## config.mk

```make
export PLATFORM = sky130hd
export DESIGN_NAME = json_string_unescaper_top
export DESIGN_NICKNAME = d
export VERILOG_FILES = /design/src/rtl/jsu_pkg.sv /design/src/rtl/json_string_unescaper_top.sv /design/src/rtl/jsu_decoder.sv
export VERILOG_INCLUDE_DIRS = /design/src /design/src/rtl
export SDC_FILE = /design/constraint.sdc
export NUM_CORES = 1
export LEC_CHECK = 0
export ABC_CLOCK_PERIOD_IN_PS = 4420
export BUFFER_PORTS_ARGS = -buffer_cell sky130_fd_sc_hd__buf_4
export CORE_ASPECT_RATIO = 0.6
export CORE_MARGIN = 2
export CORE_UTILIZATION = 55
export CTS_BUF_LIST = sky130_fd_sc_hd__clkbuf_4 sky130_fd_sc_hd__clkbuf_8
export CTS_CLUSTER_DIAMETER = 150
export CTS_CLUSTER_SIZE = 40
export DETAILED_ROUTE_END_ITERATION = 10
export PLACE_DENSITY = 0.81
export REMOVE_ABC_BUFFERS = 1
export SKIP_LAST_GASP = 1
export SYNTH_ARGS = -nofsm -noshare
export SYNTH_HDL_FRONTEND = slang
export SYNTH_SLANG_ARGS = --single-unit
```

## constraint.sdc

```tcl
create_clock -name aclk -period 4.42 [get_ports aclk]
set_input_delay 0 -clock aclk [delete_from_list [all_inputs] [get_ports aclk]]
set_output_delay 0 -clock aclk [all_outputs]
set_load 0.1 [all_outputs]
```

## src/rtl/json_string_unescaper_top_defines.svh

```systemverilog
// Assertion macros shared by the JSON string unescaper RTL.
// Included by json_string_unescaper_top.sv; no other dependencies.
`ifndef JSON_STRING_UNESCAPER_TOP_DEFINES_SVH
`define JSON_STRING_UNESCAPER_TOP_DEFINES_SVH

`ifndef SYNTH
// Same-cycle implication, checked out of reset.
`define JSU_ASSERT(lbl, clk, rst_n, prop) \
    lbl: assert property (@(posedge clk) disable iff (!rst_n) prop) \
        else $error("jsu assertion failed");
// Next-cycle implication, checked out of reset.
`define JSU_ASSERT_NEXT(lbl, clk, rst_n, pre, post) \
    lbl: assert property (@(posedge clk) disable iff (!rst_n) (pre) |=> (post)) \
        else $error("jsu assertion failed");
`else
`define JSU_ASSERT(lbl, clk, rst_n, prop)
`define JSU_ASSERT_NEXT(lbl, clk, rst_n, pre, post)
`endif

`endif

```

## src/rtl/jsu_pkg.sv

```systemverilog
// Types, codes and helper functions for the JSON string unescaper.
// Used by jsu_decoder and json_string_unescaper_top; no dependencies.
package jsu_pkg;

    typedef enum logic [2:0] {
        PH_IDLE = 3'd0,
        PH_BODY = 3'd1,
        PH_ESC  = 3'd2,
        PH_HEX  = 3'd3
    } phase_t;

    typedef enum logic [1:0] {
        KIND_BYTE  = 2'd0,
        KIND_DONE  = 2'd1,
        KIND_ERROR = 2'd2
    } kind_t;

    localparam logic [2:0] ERR_NO_OPEN_QUOTE  = 3'd0;
    localparam logic [2:0] ERR_END_AFTER_ESC  = 3'd1;
    localparam logic [2:0] ERR_END_IN_UNICODE = 3'd2;
    localparam logic [2:0] ERR_BAD_HEX        = 3'd3;
    localparam logic [2:0] ERR_UNKNOWN_ESC    = 3'd4;
    localparam logic [2:0] ERR_END_IN_BODY    = 3'd5;

    // Decoder state carried from one transaction to the next.
    typedef struct packed {
        phase_t      phase;
        logic [1:0]  hex_count;
        logic [15:0] code_point;
        logic        bad_hex;
    } dec_state_t;

    // All results caused by one input transaction.
    typedef struct packed {
        logic [1:0] cnt;
        kind_t      kind;
        logic [2:0] err;
        logic [7:0] b0;
        logic [7:0] b1;
        logic [7:0] b2;
        logic       fin;
    } res_grp_t;

    // Returns {valid, value}; an invalid digit yields value zero.
    function automatic logic [4:0] hex_nibble(input logic [7:0] c);
        logic [7:0] v;
        v = 8'd0;
        if (c inside {[8'h30:8'h39]}) begin
            v = c - 8'h30;
            return {1'b1, v[3:0]};
        end
        if (c inside {[8'h61:8'h66]}) begin
            v = c - 8'h57;
            return {1'b1, v[3:0]};
        end
        if (c inside {[8'h41:8'h46]}) begin
            v = c - 8'h37;
            return {1'b1, v[3:0]};
        end
        return 5'd0;
    endfunction

endpackage

```

## src/rtl/json_string_unescaper_top.sv

```systemverilog
// A byte is held in the input register; its results leave from the result register.
// Throughput: one byte per cycle while m_tready is high; a \uXXXX escape that yields
// two or three UTF-8 bytes holds the result register until all are sent, one result
// per cycle while m_tready is high. Reset (aresetn low, synchronous) empties both
// registers and returns the decoder to idle, awaiting a byte flagged first.
// Depends on jsu_pkg, jsu_decoder and json_string_unescaper_top_defines.svh.
`include "json_string_unescaper_top_defines.svh"

module json_string_unescaper_top import jsu_pkg::*; (
    input  logic        aclk,
    input  logic        aresetn,
    input  logic        s_tvalid,
    output logic        s_tready,
    input  logic [7:0]  s_tdata,   // [7:0] in_byte
    input  logic        s_tuser,   // [0] first
    output logic        m_tvalid,
    input  logic        m_tready,
    output logic [15:0] m_tdata,   // [7:0] data_byte, [10:8] error_code, [15:11] zero
    output logic [1:0]  m_tuser,   // [1:0] kind
    output logic        m_tlast
);

    logic       in_valid_reg, in_valid_next;
    logic [7:0] in_byte_reg, in_byte_next;
    logic       in_first_reg, in_first_next;
    dec_state_t state_reg, state_next, dec_state;
    res_grp_t   grp_reg, grp_next, dec_grp;
    logic       grp_valid_reg, grp_valid_next;
    logic [1:0] idx_reg, idx_next;
    logic [1:0] grp_last_idx;
    logic       grp_free;
    logic       advance;
    logic [7:0] cur_byte;

    jsu_decoder u_decoder (
        .in_byte   (in_byte_reg),
        .first     (in_first_reg),
        .state_in  (state_reg),
        .state_out (dec_state),
        .grp       (dec_grp)
    );

    assign grp_last_idx = grp_reg.cnt - 2'd1;
    // The result register may take a new group once its last result goes out.
    assign grp_free     = !grp_valid_reg || (m_tready && idx_reg == grp_last_idx);
    assign advance      = in_valid_reg && (dec_grp.cnt == 2'd0 || grp_free);
    assign s_tready     = !in_valid_reg || advance;

    always_comb begin
        case (idx_reg)
            2'd0:    cur_byte = grp_reg.b0;
            2'd1:    cur_byte = grp_reg.b1;
            2'd2:    cur_byte = grp_reg.b2;
            default: cur_byte = 8'd0;
        endcase
    end

    assign m_tvalid = grp_valid_reg;
    assign m_tdata  = {5'd0, grp_reg.err, cur_byte};
    assign m_tuser  = grp_reg.kind;
    assign m_tlast  = grp_reg.fin && (idx_reg == grp_last_idx);

    always_comb begin
        in_valid_next  = in_valid_reg;
        in_byte_next   = in_byte_reg;
        in_first_next  = in_first_reg;
        state_next     = state_reg;
        grp_next       = grp_reg;
        grp_valid_next = grp_valid_reg;
        idx_next       = idx_reg;

        if (s_tready) begin
            in_valid_next = s_tvalid;
            in_byte_next  = s_tdata;
            in_first_next = s_tuser;
        end

        if (advance) begin
            state_next = dec_state;
        end

        if (grp_valid_reg && m_tready) begin
            if (idx_reg == grp_last_idx) begin
                grp_valid_next = 1'b0;
                idx_next       = 2'd0;
            end else begin
                idx_next = idx_reg + 2'd1;
            end
        end

        if (advance && dec_grp.cnt != 2'd0) begin
            grp_valid_next = 1'b1;
            grp_next       = dec_grp;
            idx_next       = 2'd0;
        end
    end

    always_ff @(posedge aclk) begin
        if (!aresetn) begin
            in_valid_reg  <= 1'b0;
            state_reg     <= '{phase: PH_IDLE, hex_count: 2'd0, code_point: 16'd0,
                               bad_hex: 1'b0};
            grp_valid_reg <= 1'b0;
            idx_reg       <= 2'd0;
        end else begin
            in_valid_reg  <= in_valid_next;
            state_reg     <= state_next;
            grp_valid_reg <= grp_valid_next;
            idx_reg       <= idx_next;
        end
    end

    always_ff @(posedge aclk) begin
        in_byte_reg  <= in_byte_next;
        in_first_reg <= in_first_next;
        grp_reg      <= grp_next;
    end

    `JSU_ASSERT(a_idx_in_group, aclk, aresetn, grp_valid_reg |-> (idx_reg < grp_reg.cnt))
    `JSU_ASSERT(a_error_single, aclk, aresetn, (grp_valid_reg && grp_reg.kind == KIND_ERROR) |-> (grp_reg.cnt == 2'd1 && !grp_reg.fin))
    `JSU_ASSERT(a_three_byte_lead, aclk, aresetn, (grp_valid_reg && grp_reg.cnt == 2'd3) |-> (grp_reg.b0[7:4] == 4'hE))
    `JSU_ASSERT_NEXT(a_held_input, aclk, aresetn, in_valid_reg && !advance, in_valid_reg && $stable(in_byte_reg))
    `JSU_ASSERT(a_done_single, aclk, aresetn, (grp_valid_reg && grp_reg.kind == KIND_DONE) |-> (grp_reg.cnt == 2'd1 && grp_reg.fin))

endmodule

```

## src/rtl/jsu_decoder.sv

```systemverilog
// Combinational decode of one byte: next decoder state and its result group.
// Depends on jsu_pkg.
module jsu_decoder import jsu_pkg::*; (
    input  logic [7:0] in_byte,
    input  logic       first,
    input  dec_state_t state_in,
    output dec_state_t state_out,
    output res_grp_t   grp
);

    localparam logic [7:0] CH_NUL       = 8'h00;
    localparam logic [7:0] CH_QUOTE     = 8'h22;
    localparam logic [7:0] CH_SLASH     = 8'h2F;
    localparam logic [7:0] CH_BACKSLASH = 8'h5C;
    localparam logic [7:0] CH_B         = 8'h62;
    localparam logic [7:0] CH_F         = 8'h66;
    localparam logic [7:0] CH_N         = 8'h6E;
    localparam logic [7:0] CH_R         = 8'h72;
    localparam logic [7:0] CH_T         = 8'h74;
    localparam logic [7:0] CH_U         = 8'h75;

    logic [4:0]  hv;
    logic [15:0] cp;
    logic        bad;

    always_comb begin
        state_out = state_in;
        grp       = '0;
        grp.kind  = KIND_BYTE;
        hv        = hex_nibble(in_byte);
        cp        = {state_in.code_point[11:0], hv[3:0]};
        bad       = state_in.bad_hex | ~hv[4];

        if (first) begin
            if (in_byte != CH_QUOTE) begin
                state_out.phase = PH_IDLE;
                grp.cnt  = 2'd1;
                grp.kind = KIND_ERROR;
                grp.err  = ERR_NO_OPEN_QUOTE;
            end else begin
                state_out.phase = PH_BODY;
            end
        end else begin
            case (state_in.phase)
                PH_BODY: begin
                    if (in_byte == CH_NUL) begin
                        state_out.phase = PH_IDLE;
                        grp.cnt  = 2'd1;
                        grp.kind = KIND_ERROR;
                        grp.err  = ERR_END_IN_BODY;
                    end else if (in_byte == CH_QUOTE) begin
                        state_out.phase = PH_IDLE;
                        grp.cnt  = 2'd1;
                        grp.kind = KIND_DONE;
                        grp.fin  = 1'b1;
                    end else if (in_byte == CH_BACKSLASH) begin
                        state_out.phase = PH_ESC;
                    end else begin
                        grp.cnt = 2'd1;
                        grp.b0  = in_byte;
                        grp.fin = 1'b1;
                    end
                end
                PH_ESC: begin
                    state_out.phase = PH_BODY;
                    grp.cnt = 2'd1;
                    grp.fin = 1'b1;
                    case (in_byte)
                        CH_QUOTE, CH_BACKSLASH, CH_SLASH: grp.b0 = in_byte;
                        CH_B: grp.b0 = 8'h08;
                        CH_F: grp.b0 = 8'h0C;
                        CH_N: grp.b0 = 8'h0A;
                        CH_R: grp.b0 = 8'h0D;
                        CH_T: grp.b0 = 8'h09;
                        CH_U: begin
                            state_out.phase      = PH_HEX;
                            state_out.hex_count  = 2'd0;
                            state_out.code_point = 16'd0;
                            state_out.bad_hex    = 1'b0;
                            grp.cnt = 2'd0;
                            grp.fin = 1'b0;
                        end
                        CH_NUL: begin
                            state_out.phase = PH_IDLE;
                            grp.kind = KIND_ERROR;
                            grp.err  = ERR_END_AFTER_ESC;
                            grp.fin  = 1'b0;
                        end
                        default: begin
                            state_out.phase = PH_IDLE;
                            grp.kind = KIND_ERROR;
                            grp.err  = ERR_UNKNOWN_ESC;
                            grp.fin  = 1'b0;
                        end
                    endcase
                end
                PH_HEX: begin
                    if (in_byte == CH_NUL) begin
                        // End of input among the digits wins over any bad digit.
                        state_out.phase = PH_IDLE;
                        grp.cnt  = 2'd1;
                        grp.kind = KIND_ERROR;
                        grp.err  = ERR_END_IN_UNICODE;
                    end else begin
                        state_out.code_point = cp;
                        state_out.bad_hex    = bad;
                        if (state_in.hex_count != 2'd3) begin
                            state_out.hex_count = state_in.hex_count + 2'd1;
                        end else begin
                            state_out.hex_count = 2'd0;
                            if (bad) begin
                                state_out.phase = PH_IDLE;
                                grp.cnt  = 2'd1;
                                grp.kind = KIND_ERROR;
                                grp.err  = ERR_BAD_HEX;
                            end else begin
                                state_out.phase = PH_BODY;
                                grp.fin = 1'b1;
                                if (cp <= 16'h007F) begin
                                    grp.cnt = 2'd1;
                                    grp.b0  = cp[7:0];
                                end else if (cp <= 16'h07FF) begin
                                    grp.cnt = 2'd2;
                                    grp.b0  = 8'hC0 | {3'b000, cp[10:6]};
                                    grp.b1  = 8'h80 | {2'b00, cp[5:0]};
                                end else begin
                                    grp.cnt = 2'd3;
                                    grp.b0  = 8'hE0 | {4'b0000, cp[15:12]};
                                    grp.b1  = 8'h80 | {2'b00, cp[11:6]};
                                    grp.b2  = 8'h80 | {2'b00, cp[5:0]};
                                end
                            end
                        end
                    end
                end
                default: begin
                    state_out.phase = PH_IDLE;
                end
            endcase
        end
    end

endmodule
```

==> run_results.csv <==
group,metric,value,unit
cells_and_area,synthToLayoutAreaGrowth,14.7,%
sta,rsz0062_at_grt,"false",
clocking,post_cts_buffers,0,
critical_path,slowest_delay,0.50,ns
cells_and_area,final_util,0.648,
critical_path,critPathMaxFanout,10,
outcome,status,"complete, no violations",
pwr,p_leak,1.45,nW
sta,fin_crit_sh,0.831,
clocking,clock-sinks,60,
clocking,cts.path.max_buffers,2,
routing,vias,3006,
routing,drc_errors,0,
critical_path,critPathCaptureType,"output pin",
placement,hpwl,6440,um
die,die_y,65.1,um
critical_path,crit_start,"in_byte_reg[1]$_DFFE_PP_",
global_routing,grt_max_degree,30,
die,initial_core_util,0.564,
critical_path,cp-start-kind,"flip-flop",
cells_and_area,largest_reg_flops,25,
die,die_w,106,um
synthesis,syn_area_per_cell,9.63,um^2
cells_and_area,multi_input_area,1650,um^2
routing,post_drt_wl_per_cell,18.7,um
synthesis,async_flop_share,0,
sta,max_freq,272,MHz
synthesis,yosys_warnings,0,
sta,period_needed,3.67,ns
placement,gp_congestion,1.02,
critical_path,crit_path_frequent_cell,"inv_1",
die,dieArea,6880,um^2
global_routing,groute.usage.overall,0.279,
cells_and_area,diodes,0,
sta,hold_viol_final,0,
critical_path,r2r_start,"in_byte_reg[1]$_DFFE_PP_",
global_routing,overflow,0,
sta,worstMarginPinSlew,0.938,ns
cells_and_area,nNetsFinal,408,
clocking,cts_root_buf,"clkbuf_8",
global_routing,grt_pass1_wl,14300,um
cells_and_area,seqCellArea,1590,um^2
worst_hold_path,min-delay-start,"aresetn",
synthesis,synthCells,355,
routing,antenna_left,0,
clocking,cts_made_buffers,9,
placement,portBuffers,28,
routing,wirelength,8890,um
sta,relSlewSlack,0.373,
die,placementRows,22,
synthesis,ys_ff_latch,60,
cells_and_area,nFillCells,486,
routing,drtIter0Drc,396,
global_routing,antenna_found_initial,0,
pwr,power.density,335,nW/um^2
synthesis,ys_types,57,
die,core_area,6060,um^2
die,io_pins,34,
pwr,ir_drop,187,uV
sta,finalClockSkew,0.00502,ns
synthesis,synth_ff_type,"edfxtp_1",
clocking,clk_pin_slew_worst_paths,0.06,ns
routing,via_per_inst,6.33,
critical_path,path_cells,"inv_1 > ha_1 > nand2b_1 > o211ai_1 > o21ai_0 > nand4b_1 > nor3b_1 > nor3_1 > inv_1 > buf_4",
critical_path,path_delay_family,"simple AND/OR/NAND/NOR gates",
sta,slew_viol_final,0,
sta,fin_setup_tns,0,ns
critical_path,arrival,3.67,ns
flow_run,maxCapViolCount,0,
synthesis,synth.cell_area,3420,um^2
routing,firstDrtPassIters,7,
clocking,cts_max_level,3,
cells_and_area,drive_above_1_share,0.151,
synthesis,synth-seq-area-share,0.466,
synthesis,synth_edf_count,39,
clocking,cts_tree,"yes",
critical_path,slowest_stage,"edfxtp_1",
worst_hold_path,hold_path_class,"in2reg",
global_routing,grt_pass1_vias,2720,
critical_path,path_buf_inv,3,
critical_path,worstSetupPathType,"reg2out",
clocking,clk_latency,0.35,ns
sta,finalSetupViolCount,0,
critical_path,critPathRequiredTime,4.42,ns
-- synth_stat cells (all sizes together) (7+ instances only) --
library cell  instances  area, um^2
inv                  13        48.8
nand2b                7        43.8
nand3                14        70.1
dfxtp                21         420
clkbuf               11        41.3
a21oi                19        95.1
nor2                 35         139
nor3                  8        45.0
edfxtp               39        1170
a222oi                7        70.1
nand2                35         131
ha                    9         113
mux2i                10         100
o211ai                9        67.6
o21ai                14        70.1
buf                  14         104
-- cell usage in the layout (no fill, tap or decap), types with 3 or more instances in the layout --
| cell | count |
|---|---|
| or3_1 | 3 |
| o211a_1 | 3 |
| a211oi_1 | 5 |
| nor3b_1 | 3 |
| nand3_1 | 14 |
| nor2_1 | 34 |
| conb_1 | 5 |
| a22oi_1 | 4 |
| nand3b_1 | 3 |
| a222oi_1 | 7 |
| dfxtp_1 | 21 |
| mux2i_1 | 10 |
| nand2b_1 | 7 |
| or4_1 | 5 |
| clkinv_2 | 3 |
| clkbuf_8 | 9 |
| o211ai_1 | 9 |
| buf_4 | 31 |
| o41ai_1 | 6 |
| a31oi_1 | 3 |
| or2_2 | 6 |
| dlygate4sd3_1 | 10 |
| o21a_1 | 6 |
| nor2b_1 | 5 |
| and2_1 | 5 |
| o21ai_0 | 12 |
| a32oi_1 | 3 |
| nor3_1 | 7 |
| inv_1 | 13 |
| ha_1 | 9 |
| nand2_1 | 35 |
| edfxtp_1 | 39 |
| a21oi_1 | 18 |
| nand4b_1 | 3 |
-- worst paths after layout --
| kind | end | slack (ns) | cells past startpoint |
|---|---|---|---|
| max | s_tready | 0.75 | 10 |
| min | idx_reg[0]$_SDFFE_PP0P_ | 0.02 | 2 |
| max reg2reg | m_tdata[10]$_SDFFCE_PP0P_ | 1.10 | 10 |
| min reg2reg | state_reg[18]$_SDFFE_PN0P_ | 0.47 | 2 |
-- worst reg2reg max path, delay by kind of cell, from the launching register on --
family,cells,cell delay (ns)
and+or+nand+nor,2,0.65
DFF,1,0.50
AOI/OAI and AO/OA,4,0.92
adders and majority gates,1,0.25
buffers and inverters,3,0.66
-- timing repair --
action / CTS / global route
hold buffers: 10 / 0
hold endpoints to repair: 10 / 0
gates resized for setup: 0 / 0
endpoints found under the setup margin: 0 / 0
-- power by group --
| group | internal, mW | switching [mW] |
|---|---|---|
| Combinational | 0.0524 | 0.144 |
| Clock | 0.269 | 0.210 |
| Sequential | 0.616 | 0.0210 |
-- stage by stage --
stage	setup slack, ns	hold slack [ns]	instance area, um^2	total power, mW	instances
after CTS	0.821	0.00138	3920	1.32	475
after global placement	1.38	0.179	3630	0.829	449
after floorplan	0.598	0.0989	3290	0.785	334
after global routing	0.391	0.00819	3920	1.36	475
final	0.746	0.0162	3920	1.31	475
after detailed placement	1.18	0.180	3630	0.834	449
-- routing by layer --
layer | up-vias | wire length (um) | track usage
met1 | 1414 | 3870 | 0.398
met3 | 25 | 1030 | 0.0825
met5 | - | 0 | 0
li1 | 1387 | - | -
met2 | 180 | 3790 | 0.402
met4 | 0 | 198 | 0.100
-- cells by family after synthesis --
family / count (synthesis) / synth area share
other cells: 1 / 0.00110
fa+ha+maj: 9 / 0.0329
buf+inv: 38 / 0.0567
compound gates: 96 / 0.202
xor+xnor: 2 / 0.00513
flops: 60 / 0.466
simple gates: 139 / 0.207
mux: 10 / 0.0293
-- cell type report --
| type | count | area share |
|---|---|---|
| multi-input combinational | 261 | 0.421 |
| clock buffer | 11 | 0.0354 |
| timing repair buffer | 41 | 0.0849 |
| tap | 84 | 0.0268 |
| clock inverter | 5 | 0.0134 |
| sequential | 60 | 0.406 |
| inverter | 13 | 0.0124 |
(Power assumes the default switching activity.)
